**config.mk**
```make
export PLATFORM = sky130hd
export DESIGN_NAME = joypad_frame_decoder_flat
export DESIGN_NICKNAME = d
export VERILOG_FILES = /design/src/rtl/jfd_pkg.sv /design/src/rtl/jfd_cfg_if.sv /design/src/rtl/jfd_frame_if.sv /design/src/rtl/jfd_pads_if.sv /design/src/rtl/jfd_pad_lane.sv /design/src/rtl/joypad_frame_decoder.sv /design/src/flat_wrapper.sv
export SDC_FILE = /design/constraint.sdc
export NUM_CORES = 1
export LEC_CHECK = 0
export BUFFER_PORTS_ARGS = -buffer_cell sky130_fd_sc_hd__buf_4
export CAP_MARGIN = 20
export CORE_UTILIZATION = 40
export DETAILED_ROUTE_END_ITERATION = 7
export PLACE_DENSITY = 0.7
export SLEW_MARGIN = 20
export SYNTH_ARGS = -nofsm -noshare
export SYNTH_HDL_FRONTEND = slang
export SYNTH_SLANG_ARGS = --single-unit
```
**constraint.sdc**
```tcl
create_clock -name clk -period 4.88 [get_ports clk]
set_input_delay 1.464 -clock clk [delete_from_list [all_inputs] [get_ports clk]]
set_output_delay 1.464 -clock clk [all_outputs]
set_load 0.03 [all_outputs]
```
**src/rtl/jfd_pkg.sv**
```systemverilog
package jfd_pkg;

  typedef enum logic [1:0] {
    MODE_DIRECT = 2'd0,
    MODE_WIDE   = 2'd1,
    MODE_MD     = 2'd2,
    MODE_NONE   = 2'd3
  } pad_mode_t;

  localparam int unsigned PAD_W  = 12;
  localparam int unsigned BYTE_W = 8;

  // Previous-byte patterns that mark the extra and the phase frames of a multiplexed pad
  localparam logic [BYTE_W-1:0] MD_EXTRA_MASK = 8'hF0;
  localparam logic [BYTE_W-1:0] MD_PHASE_MASK = 8'h30;

  typedef struct packed {
    logic      enable;
    pad_mode_t mode;
    logic      first;
    logic      last;
  } lane_ctrl_t;

  function automatic logic [PAD_W-1:0] db9_remap(input logic [BYTE_W-1:0] b);
    return {6'b0, b[2], b[3], b[7:4]};
  endfunction

  // d is the inverted frame
  function automatic logic [PAD_W-1:0] jamma_pad0(input logic [31:0] d);
    return {d[20], d[21], d[8], d[9], d[23:22], d[11:10], d[15:12]};
  endfunction

  function automatic logic [PAD_W-1:0] jamma_pad1(input logic [31:0] d);
    return {d[24], d[25], d[28], d[29], d[27:26], d[31:30], d[19:16]};
  endfunction

endpackage

```
**src/rtl/jfd_cfg_if.sv**
```systemverilog
interface jfd_cfg_if;
  logic       valid;
  logic       ready;
  logic [1:0] pad_mode;

  modport source (output valid, output pad_mode, input ready);
  modport sink   (input valid, input pad_mode, output ready);
endinterface

```
**src/rtl/jfd_frame_if.sv**
```systemverilog
interface jfd_frame_if;
  logic        valid;
  logic        ready;
  logic [31:0] frame_word;
  logic        batch_first;
  logic        batch_last;

  modport source (output valid, output frame_word, output batch_first, output batch_last,
                  input ready);
  modport sink   (input valid, input frame_word, input batch_first, input batch_last,
                  output ready);
endinterface

```
**src/rtl/jfd_pads_if.sv**
```systemverilog
interface jfd_pads_if;
  logic        valid;
  logic        ready;
  logic [11:0] pad0_buttons;
  logic [11:0] pad1_buttons;

  modport source (output valid, output pad0_buttons, output pad1_buttons, input ready);
  modport sink   (input valid, input pad0_buttons, input pad1_buttons, output ready);
endinterface

```
**src/rtl/jfd_pad_lane.sv**
```systemverilog
module jfd_pad_lane
  import jfd_pkg::*;
(
  input  logic              clk,
  input  logic              rst,
  input  lane_ctrl_t        ctrl,
  input  logic [BYTE_W-1:0] cur_byte,
  input  logic [PAD_W-1:0]  jamma_word,
  output logic [PAD_W-1:0]  word
);

  logic [PAD_W-1:0]  plain_word, plain_word_next;
  logic [PAD_W-1:0]  mux_word, mux_word_next;
  logic [BYTE_W-1:0] prev_byte, prev_byte_next;
  logic [BYTE_W-1:0] history, history_next;
  logic              seen, seen_next;

  logic [BYTE_W-1:0] prev_eff;
  logic              seen_eff;

  always_comb begin
    plain_word_next = plain_word;
    mux_word_next   = mux_word;
    prev_byte_next  = prev_byte;
    history_next    = history;
    seen_next       = seen;
    prev_eff        = ctrl.first ? '0 : prev_byte;
    seen_eff        = ctrl.first ? 1'b0 : seen;
    unique case (ctrl.mode)
      MODE_DIRECT: begin
        plain_word_next = db9_remap(cur_byte);
      end
      MODE_WIDE: begin
        plain_word_next = jamma_word;
      end
      MODE_MD: begin
        seen_next      = seen_eff;
        prev_byte_next = cur_byte;
        priority if ((prev_eff & MD_EXTRA_MASK) == MD_EXTRA_MASK) begin
          // six-button extra frame: X Y L and select
          mux_word_next[10:8] = cur_byte[7:5];
          mux_word_next[6]    = cur_byte[4];
          seen_next           = 1'b1;
        end else if ((prev_eff & MD_PHASE_MASK) == MD_PHASE_MASK) begin
          mux_word_next[5]  = cur_byte[3];
          mux_word_next[11] = cur_byte[2];
          seen_next         = 1'b1;
        end else if ((cur_byte & MD_PHASE_MASK) == MD_PHASE_MASK) begin
          mux_word_next[7] = cur_byte[2];
          mux_word_next[4] = cur_byte[3];
          seen_next        = 1'b1;
        end else if (history != '0) begin
          mux_word_next[3:0] = cur_byte[7:4];
          mux_word_next[5]   = cur_byte[3];
        end else begin
          plain_word_next = db9_remap(cur_byte);
        end
        if (ctrl.last) begin
          history_next = {history[BYTE_W-2:0], seen_next};
        end
      end
      default: begin
      end
    endcase
  end

  always_comb begin
    unique case (ctrl.mode)
      MODE_MD:   word = (history_next != '0) ? mux_word_next : plain_word_next;
      MODE_NONE: word = '0;
      default:   word = plain_word_next;
    endcase
  end

  always_ff @(posedge clk) begin
    if (rst) begin
      plain_word <= '0;
      mux_word   <= '0;
      prev_byte  <= '0;
      history    <= '0;
      seen       <= 1'b0;
    end else if (ctrl.enable) begin
      plain_word <= plain_word_next;
      mux_word   <= mux_word_next;
      prev_byte  <= prev_byte_next;
      history    <= history_next;
      seen       <= seen_next;
    end
  end

endmodule

```
**src/rtl/joypad_frame_decoder.sv**
```systemverilog
// Two-pad frame decoder.
// frame: one item per 32-bit active-low shift-register frame with its batch
//   flags; pad 1 sits in bits 15:8, pad 0 in bits 23:16.
// pads: one item per frame carrying both 12-bit pad words.
// cfg: writes pad_mode (DB9, JAMMA, Mega Drive or unused); always ready. Write it only
//   while no frame is in flight.
// A frame passes the input register, then the decode into the result register,
//   before it is presented on pads; a stall holds it in the input register.
// Throughput: one frame per clock while pads.ready holds. Per-pad history is read
//   and updated in the single decode step between the two registers, so frames
//   follow back to back.
// Reset clears the mode to DB9, all pad history and both pipeline stages.
// When the receiver stalls, the result is held, one more frame waits in the
//   input register, and frame.ready then drops until pads.ready returns.
module joypad_frame_decoder
  import jfd_pkg::*;
(
  input  logic   clk,
  input  logic   rst,
  jfd_cfg_if.sink    cfg,
  jfd_frame_if.sink  frame,
  jfd_pads_if.source pads
);

  pad_mode_t   mode;
  logic        in_valid;
  logic [31:0] in_word;
  logic        in_first;
  logic        in_last;
  logic        out_valid;
  logic [PAD_W-1:0] out_pad0;
  logic [PAD_W-1:0] out_pad1;

  logic        advance;
  logic [31:0] data;
  lane_ctrl_t  ctrl;
  logic [PAD_W-1:0] word0;
  logic [PAD_W-1:0] word1;

  assign cfg.ready   = 1'b1;
  assign advance     = in_valid && (!out_valid || pads.ready);
  assign frame.ready = !in_valid || advance;

  assign data        = ~in_word;
  assign ctrl.enable = advance;
  assign ctrl.mode   = mode;
  assign ctrl.first  = in_first;
  assign ctrl.last   = in_last;

  always_ff @(posedge clk) begin
    if (rst) begin
      mode <= MODE_DIRECT;
    end else if (cfg.valid && cfg.ready) begin
      mode <= pad_mode_t'(cfg.pad_mode);
    end
  end

  always_ff @(posedge clk) begin
    if (rst) begin
      in_valid <= 1'b0;
    end else if (frame.valid && frame.ready) begin
      in_valid <= 1'b1;
    end else if (advance) begin
      in_valid <= 1'b0;
    end
  end

  always_ff @(posedge clk) begin
    if (frame.valid && frame.ready) begin
      in_word  <= frame.frame_word;
      in_first <= frame.batch_first;
      in_last  <= frame.batch_last;
    end
  end

  jfd_pad_lane u_lane0 (
    .clk        (clk),
    .rst        (rst),
    .ctrl       (ctrl),
    .cur_byte   (data[23:16]),
    .jamma_word (jamma_pad0(data)),
    .word       (word0)
  );

  jfd_pad_lane u_lane1 (
    .clk        (clk),
    .rst        (rst),
    .ctrl       (ctrl),
    .cur_byte   (data[15:8]),
    .jamma_word (jamma_pad1(data)),
    .word       (word1)
  );

  always_ff @(posedge clk) begin
    if (rst) begin
      out_valid <= 1'b0;
    end else if (advance) begin
      out_valid <= 1'b1;
    end else if (pads.ready) begin
      out_valid <= 1'b0;
    end
  end

  always_ff @(posedge clk) begin
    if (advance) begin
      out_pad0 <= word0;
      out_pad1 <= word1;
    end
  end

  assign pads.valid        = out_valid;
  assign pads.pad0_buttons = out_pad0;
  assign pads.pad1_buttons = out_pad1;

  // Unused mode yields an all-zero result
  a_mode_none_zero: assert property (@(posedge clk) disable iff (rst)
    advance && mode == MODE_NONE |=> pads.pad0_buttons == '0 && pads.pad1_buttons == '0)
    else $error("unused mode gave a nonzero result");

  // Both stages full and the receiver stalled: take no new frame
  a_full_stall: assert property (@(posedge clk) disable iff (rst)
    in_valid && out_valid && !pads.ready |-> !frame.ready)
    else $error("frame accepted while both stages are full");

  // A fresh result always comes from a frame held in the input register
  a_result_source: assert property (@(posedge clk) disable iff (rst)
    $rose(out_valid) |-> $past(in_valid))
    else $error("result appeared with no frame");

  // A held result stays put while the receiver stalls
  a_result_hold: assert property (@(posedge clk) disable iff (rst)
    out_valid && !pads.ready |=> out_valid && $stable(out_pad0) && $stable(out_pad1))
    else $error("stalled result changed");

endmodule
```
**src/flat_wrapper.sv**
```systemverilog
// flat-port wrapper written by rule: the top's interface ports become plain ports
module joypad_frame_decoder_flat import jfd_pkg::*;
  (clk, rst, cfg_valid, cfg_pad_mode, cfg_ready, frame_valid, frame_frame_word, frame_batch_first, frame_batch_last, frame_ready, pads_valid, pads_pad0_buttons, pads_pad1_buttons, pads_ready);
  jfd_cfg_if cfg_i ();
  jfd_frame_if frame_i ();
  jfd_pads_if pads_i ();
  input  logic clk;
  input  logic rst;
  input wire logic [$bits(cfg_i.valid)-1:0] cfg_valid;
  input wire logic [$bits(cfg_i.pad_mode)-1:0] cfg_pad_mode;
  output wire logic [$bits(cfg_i.ready)-1:0] cfg_ready;
  input wire logic [$bits(frame_i.valid)-1:0] frame_valid;
  input wire logic [$bits(frame_i.frame_word)-1:0] frame_frame_word;
  input wire logic [$bits(frame_i.batch_first)-1:0] frame_batch_first;
  input wire logic [$bits(frame_i.batch_last)-1:0] frame_batch_last;
  output wire logic [$bits(frame_i.ready)-1:0] frame_ready;
  output wire logic [$bits(pads_i.valid)-1:0] pads_valid;
  output wire logic [$bits(pads_i.pad0_buttons)-1:0] pads_pad0_buttons;
  output wire logic [$bits(pads_i.pad1_buttons)-1:0] pads_pad1_buttons;
  input wire logic [$bits(pads_i.ready)-1:0] pads_ready;
  assign cfg_i.valid = cfg_valid;
  assign cfg_i.pad_mode = cfg_pad_mode;
  assign cfg_ready = cfg_i.ready;
  assign frame_i.valid = frame_valid;
  assign frame_i.frame_word = frame_frame_word;
  assign frame_i.batch_first = frame_batch_first;
  assign frame_i.batch_last = frame_batch_last;
  assign frame_ready = frame_i.ready;
  assign pads_valid = pads_i.valid;
  assign pads_pad0_buttons = pads_i.pad0_buttons;
  assign pads_pad1_buttons = pads_i.pad1_buttons;
  assign pads_i.ready = pads_ready;
  joypad_frame_decoder u_core (.clk(clk), .rst(rst), .cfg(cfg_i), .frame(frame_i), .pads(pads_i));
endmodule
```
-- Word-level counts from Yosys, hierarchy flattened
Cells that the tools add are included.
Widths: inputs -> output; s select.
- equal/unequal tests: 9
- multiplexer cells: 64
- bitwise operators: 1
- reduce and logical (&&, ||, !) cells: 14
- operators with widths (cell ; count):
    $mux 12 ; 12
    $pmux 12 s3 ; 2
    $mux 8 ; 6
    $pmux 12 s2 ; 2
    $mux 1 ; 32
    $not 32->32 ; 1
    $reduce_bool 8->1 ; 4
    $mux 4 ; 4
    $eq 2x2->1 const B ; 6
    $mux 6 ; 2
    $mux 5 ; 2
    $eq 4x4->1 const B ; 2
    $mux 3 ; 2
    $reduce_bool 2->1 ; 2
    $eq 2x1->1 const B ; 1
    $logic_and 1x1->1 ; 2
    $logic_not 1->1 ; 2
    $logic_not 2->1 ; 1
    $logic_or 1x1->1 ; 2
    $reduce_and 2->1 ; 1
- register bits: 144
- bits of input ports: 41

-- Longest topological paths before layout
- depth after elaboration: 10
- gate-level depth with buffers: 9
- mapped depth without buffers: 7

-- By module
From an unflattened synthesis, not the netlist that was laid out.
- cells, all modules: 644
- area, all modules: 6169.7 sq um
- modules (own cells, without submodules) (module ; instances ; cells each ; area an instance (sq um) ; seq. area each (sq um)):
    jfd_pad_lane at u_core.u_lane1 ; 1 ; 275 ; 2253.4 ; 740.7
    jfd_pad_lane at u_core.u_lane0 ; 1 ; 277 ; 2142.1 ; 740.7
    joypad_frame_decoder ; 1 ; 92 ; 1774.2 ; 1581.5

-- Worst setup path before layout
OpenSTA, ideal clock, no wires.
- path kind: input port to output port
- start: input port pads_ready
- end: output port frame_ready
- arrival: 1.867 ns
- path slack: 1.549 ns
- stages: 2
- buffers on the path: 0
- path through: nor2b_1 nand2_1
- longest elaborated chain between the ends: 3
- RTL lines (what ; line ; RTL):
    start, declared ; flat_wrapper.sv:20 ; input wire logic [$bits(pads_i.ready)-1:0] pads_ready;
    $logic_or 1x1->1 ; joypad_frame_decoder.sv:41 ; assign advance = in_valid && (!out_valid || pads.ready);
    $logic_and 1x1->1 ; joypad_frame_decoder.sv:41 ;
    $logic_or 1x1->1 ; joypad_frame_decoder.sv:42 ; assign frame.ready = !in_valid || advance;
    end, declared ; flat_wrapper.sv:16 ; output wire logic [$bits(frame_i.ready)-1:0] frame_ready;
Every way passes these cells.

-- Worst setup path after layout
Ends and elaborated chain as after synthesis.

==> reports/metrics.cfg <==
[power_and_ir_drop]
peakVddDrop_mv = 0.220
pwr_density_cell_nw_per_um2 = 382
fin_total_pwr_w = 0.00262
power_leakage_nw = 2.60

[floorplan]
pin_count = 68
fp-row-count = 43
die_w_um = 122
die_h_um = 122
dieArea_sq_um = 14800
initial_utilization_pct = 41.2
core-area_sq_um = 13900

[worst_setup_path]
rrSetupSlack_ns = 1.82
slowest_stage = nor2b_1
crit_start = pads_ready
rr_startpoint = u_core.mode[0]
start_kind = input pin
crit_fanout = 4
crit_family = simple AND/OR/NAND/NOR gates
critPathKind = in2out
required_ns = 3.42
endpoint_kind = primary output
crit_buf_inv = 2
cp_common_cell = buf_4
slowest_delay_ns = 0.21
arrival_ns = 2.07
crit_chain = buf_4, nor2b_1, nand2_1, buf_4

[synthesis]
synth_warnings = 0
avgSynthCellArea_sq_um = 9.67
synth-main-ff-cell = dfxtp_1
synth_nets = 634
synthCells = 593
ys_seq_area_share_pct = 53.4
synthTopCellsByArea = dfxtp_1 (27%), edfxtp_1 (26%), nor2_1 (6.8%)
yosys.area.top_type = dfxtp_1
synth_top_area_share_pct = 27.2
ys_seq_elements = 128
syn_area_sq_um = 5740
synth_cell_types = 57
synth-edff-count = 50
synthArstFlopShare_pct = 0

[timing]
period_needed_ns = 3.53
finalSetupTns_ns = 0
max_freq_mhz = 283
worst_slew_pin_slew_ns = 0.974
fin_worst_skew_ns = 0.0175
rsz0062_at_grt = no
hold_viol_final = 0
final_max_slew_viol_count = 0
fin_crit_sh_pct = 72.4
setup_viol = 0
slew_headroom_pct = 34.9

[placement]
gp_congestion = 0.811
dp_hpwl_mm = 9.03
io_buffers = 58
dp.cells = 794

[final_layout]
instances_no_fill = 826
drive_above_1_share_pct = 16.7
fill_cells = 1243
multi_input_area_sq_um = 2480
seq_area_sq_um = 3060
area_growth_pct = 19.6
antenna_cells = 0
mostFrequentLayoutCell = nor2_1
fin_nets = 674
mostFrequentLayoutCells = nor2_1 (103), dfxtp_1 (78), buf_4 (65), nand2_1 (55), edfxtp_1 (50)
finish.utilization_pct = 49.2

[worst_hold_path]
hold_path.startpoint = u_core.u_lane0.mux_word[5]
holdCritPathClass = reg2reg

[grt]
grt_pass1_wl_mm = 22.1
grt_util_all_layers_pct = 19.6
grt_antenna_before_repair = 0
grt_max_degree = 79
grt_pass1_vias = 4484
grt-ovfl-total = 0

[clock_network]
cts_setup_buffers = 0
cts_tree = done
cts_root_buf = clkbuf_16
clock-sinks = 128
clockBufferDepth = 2
cts_inserted_buffers = 17
postCtsHoldBufs = 0
htreeDepth = 4
clk_latency_ns = 0.42
path_clk_slew_ns = 0.05
cts_resized = 0

[drt]
drc = 0
routed_wl_mm = 13.8
vias = 4658
wire_per_inst_um = 16.7
firstDrtPassIters = 5
viasPerCell = 5.64
dr.first_iter.drc_count = 382
ant_nets = 0

[job]
maxCapViolCount = 0

[run_status]
status = finished, final reports clean

## routing by layer
| layer | routed length (um) | vias to the layer above | track usage [%] |
|---|---|---|---|
| met2 | 6840 | 148 | 31.7 |
| met5 | 0 | - | 0 |
| li1 | - | 2253 | - |
| met4 | 441 | 0 | 11.9 |
| met3 | 643 | 29 | 4.35 |
| met1 | 5880 | 2228 | 23.6 |
## logic make-up (layout without fill, tap and decap cells)
group / after synthesis / count (layout) / synth area share (%)
other: 1 / 1 / 0.0654
and+or+nand+nor: 220 / 220 / 17.6
DFF: 128 / 128 / 53.4
buffers and inverters: 51 / 104 / 3.49
AOI/OAI and AO/OA: 161 / 161 / 19.8
muxes: 32 / 32 / 5.65
## Yosys cell counts, types with 3 or more instances
cell type,instances
o21ai_0,11
o22a_1,3
a311oi_1,4
buf_2,4
clkbuf_1,37
nor2b_1,9
nand3_1,6
o22ai_1,6
mux2_2,3
nand2b_1,3
and2_1,9
a211oi_1,41
o211a_1,3
edfxtp_1,50
a21o_1,3
o221ai_1,4
mux2i_1,29
a22oi_1,12
nor3_1,14
nand2_1,55
dfxtp_1,78
a211o_1,5
nand3b_1,4
nor2_1,104
o211ai_1,8
a21oi_1,36
a221o_1,5
a31oi_1,4
inv_1,5
## metrics by stage
stage	hold slack (ns)	setup slack, ns	instance area, sq um
final	0.452	1.35	6860
after global placement	0.443	1.39	6280
after CTS	0.457	1.35	6850
after floorplan	0.432	1.55	5740
after global routing	0.469	1.27	6860
after detailed placement	0.450	1.33	6280
## sequential cells by signal, indices dropped and copies added, names as in the netlist
register and flops:
u_core.u_lane0.plain_word 12, u_core.u_lane0.history 8, u_core.u_lane0.prev_byte 4, u_core.mode 2
u_core.pads.pad0_buttons 12, u_core.u_lane1.plain_word 12, u_core.in_first 1, u_core.in_valid 1
u_core.u_lane0.mux_word 12, u_core.in_last 1, u_core.u_lane1.mux_word 12, u_core.pads.valid 1
u_core.u_lane1.seen 1, u_core.in_word 24, u_core.pads.pad1_buttons 12, u_core.u_lane1.history 8
u_core.u_lane1.prev_byte 4, u_core.u_lane0.seen 1
## power breakdown
group	internal, W	switching [W]	total [W]
registers	0.00116	0.0000355	0.00119
clock network	0.000784	0.000432	0.00122
logic	0.0000799	0.000132	0.000212
## final timing paths
path | end | depth (start not counted)
max | frame_ready | 4
min | u_core.u_lane0.mux_word[5] | 2
min reg2reg | u_core.u_lane0.mux_word[5] | 2
max reg2reg | u_core.pads.pad1_buttons[2] | 6
## layout make-up
class,count,share of cell area [%]
Sequential cell,128,44.7
Multi-Input combinational cell,414,36.2
Clock buffer,28,7.70
Timing Repair Buffer,65,7.11
Tap cell,180,3.28
Clock inverter,4,0.675
Inverter,7,0.383
## worst reg2reg max path, cell delays in order (launching register included)
cell and delay (ns):
dfxtp_1 0.45, buf_4 0.30, nand2b_1 0.63, a211oi_2 0.66, nand2_1 0.23, o211a_1 0.26
o31ai_1 0.30
(Power assumes the default switching activity.)
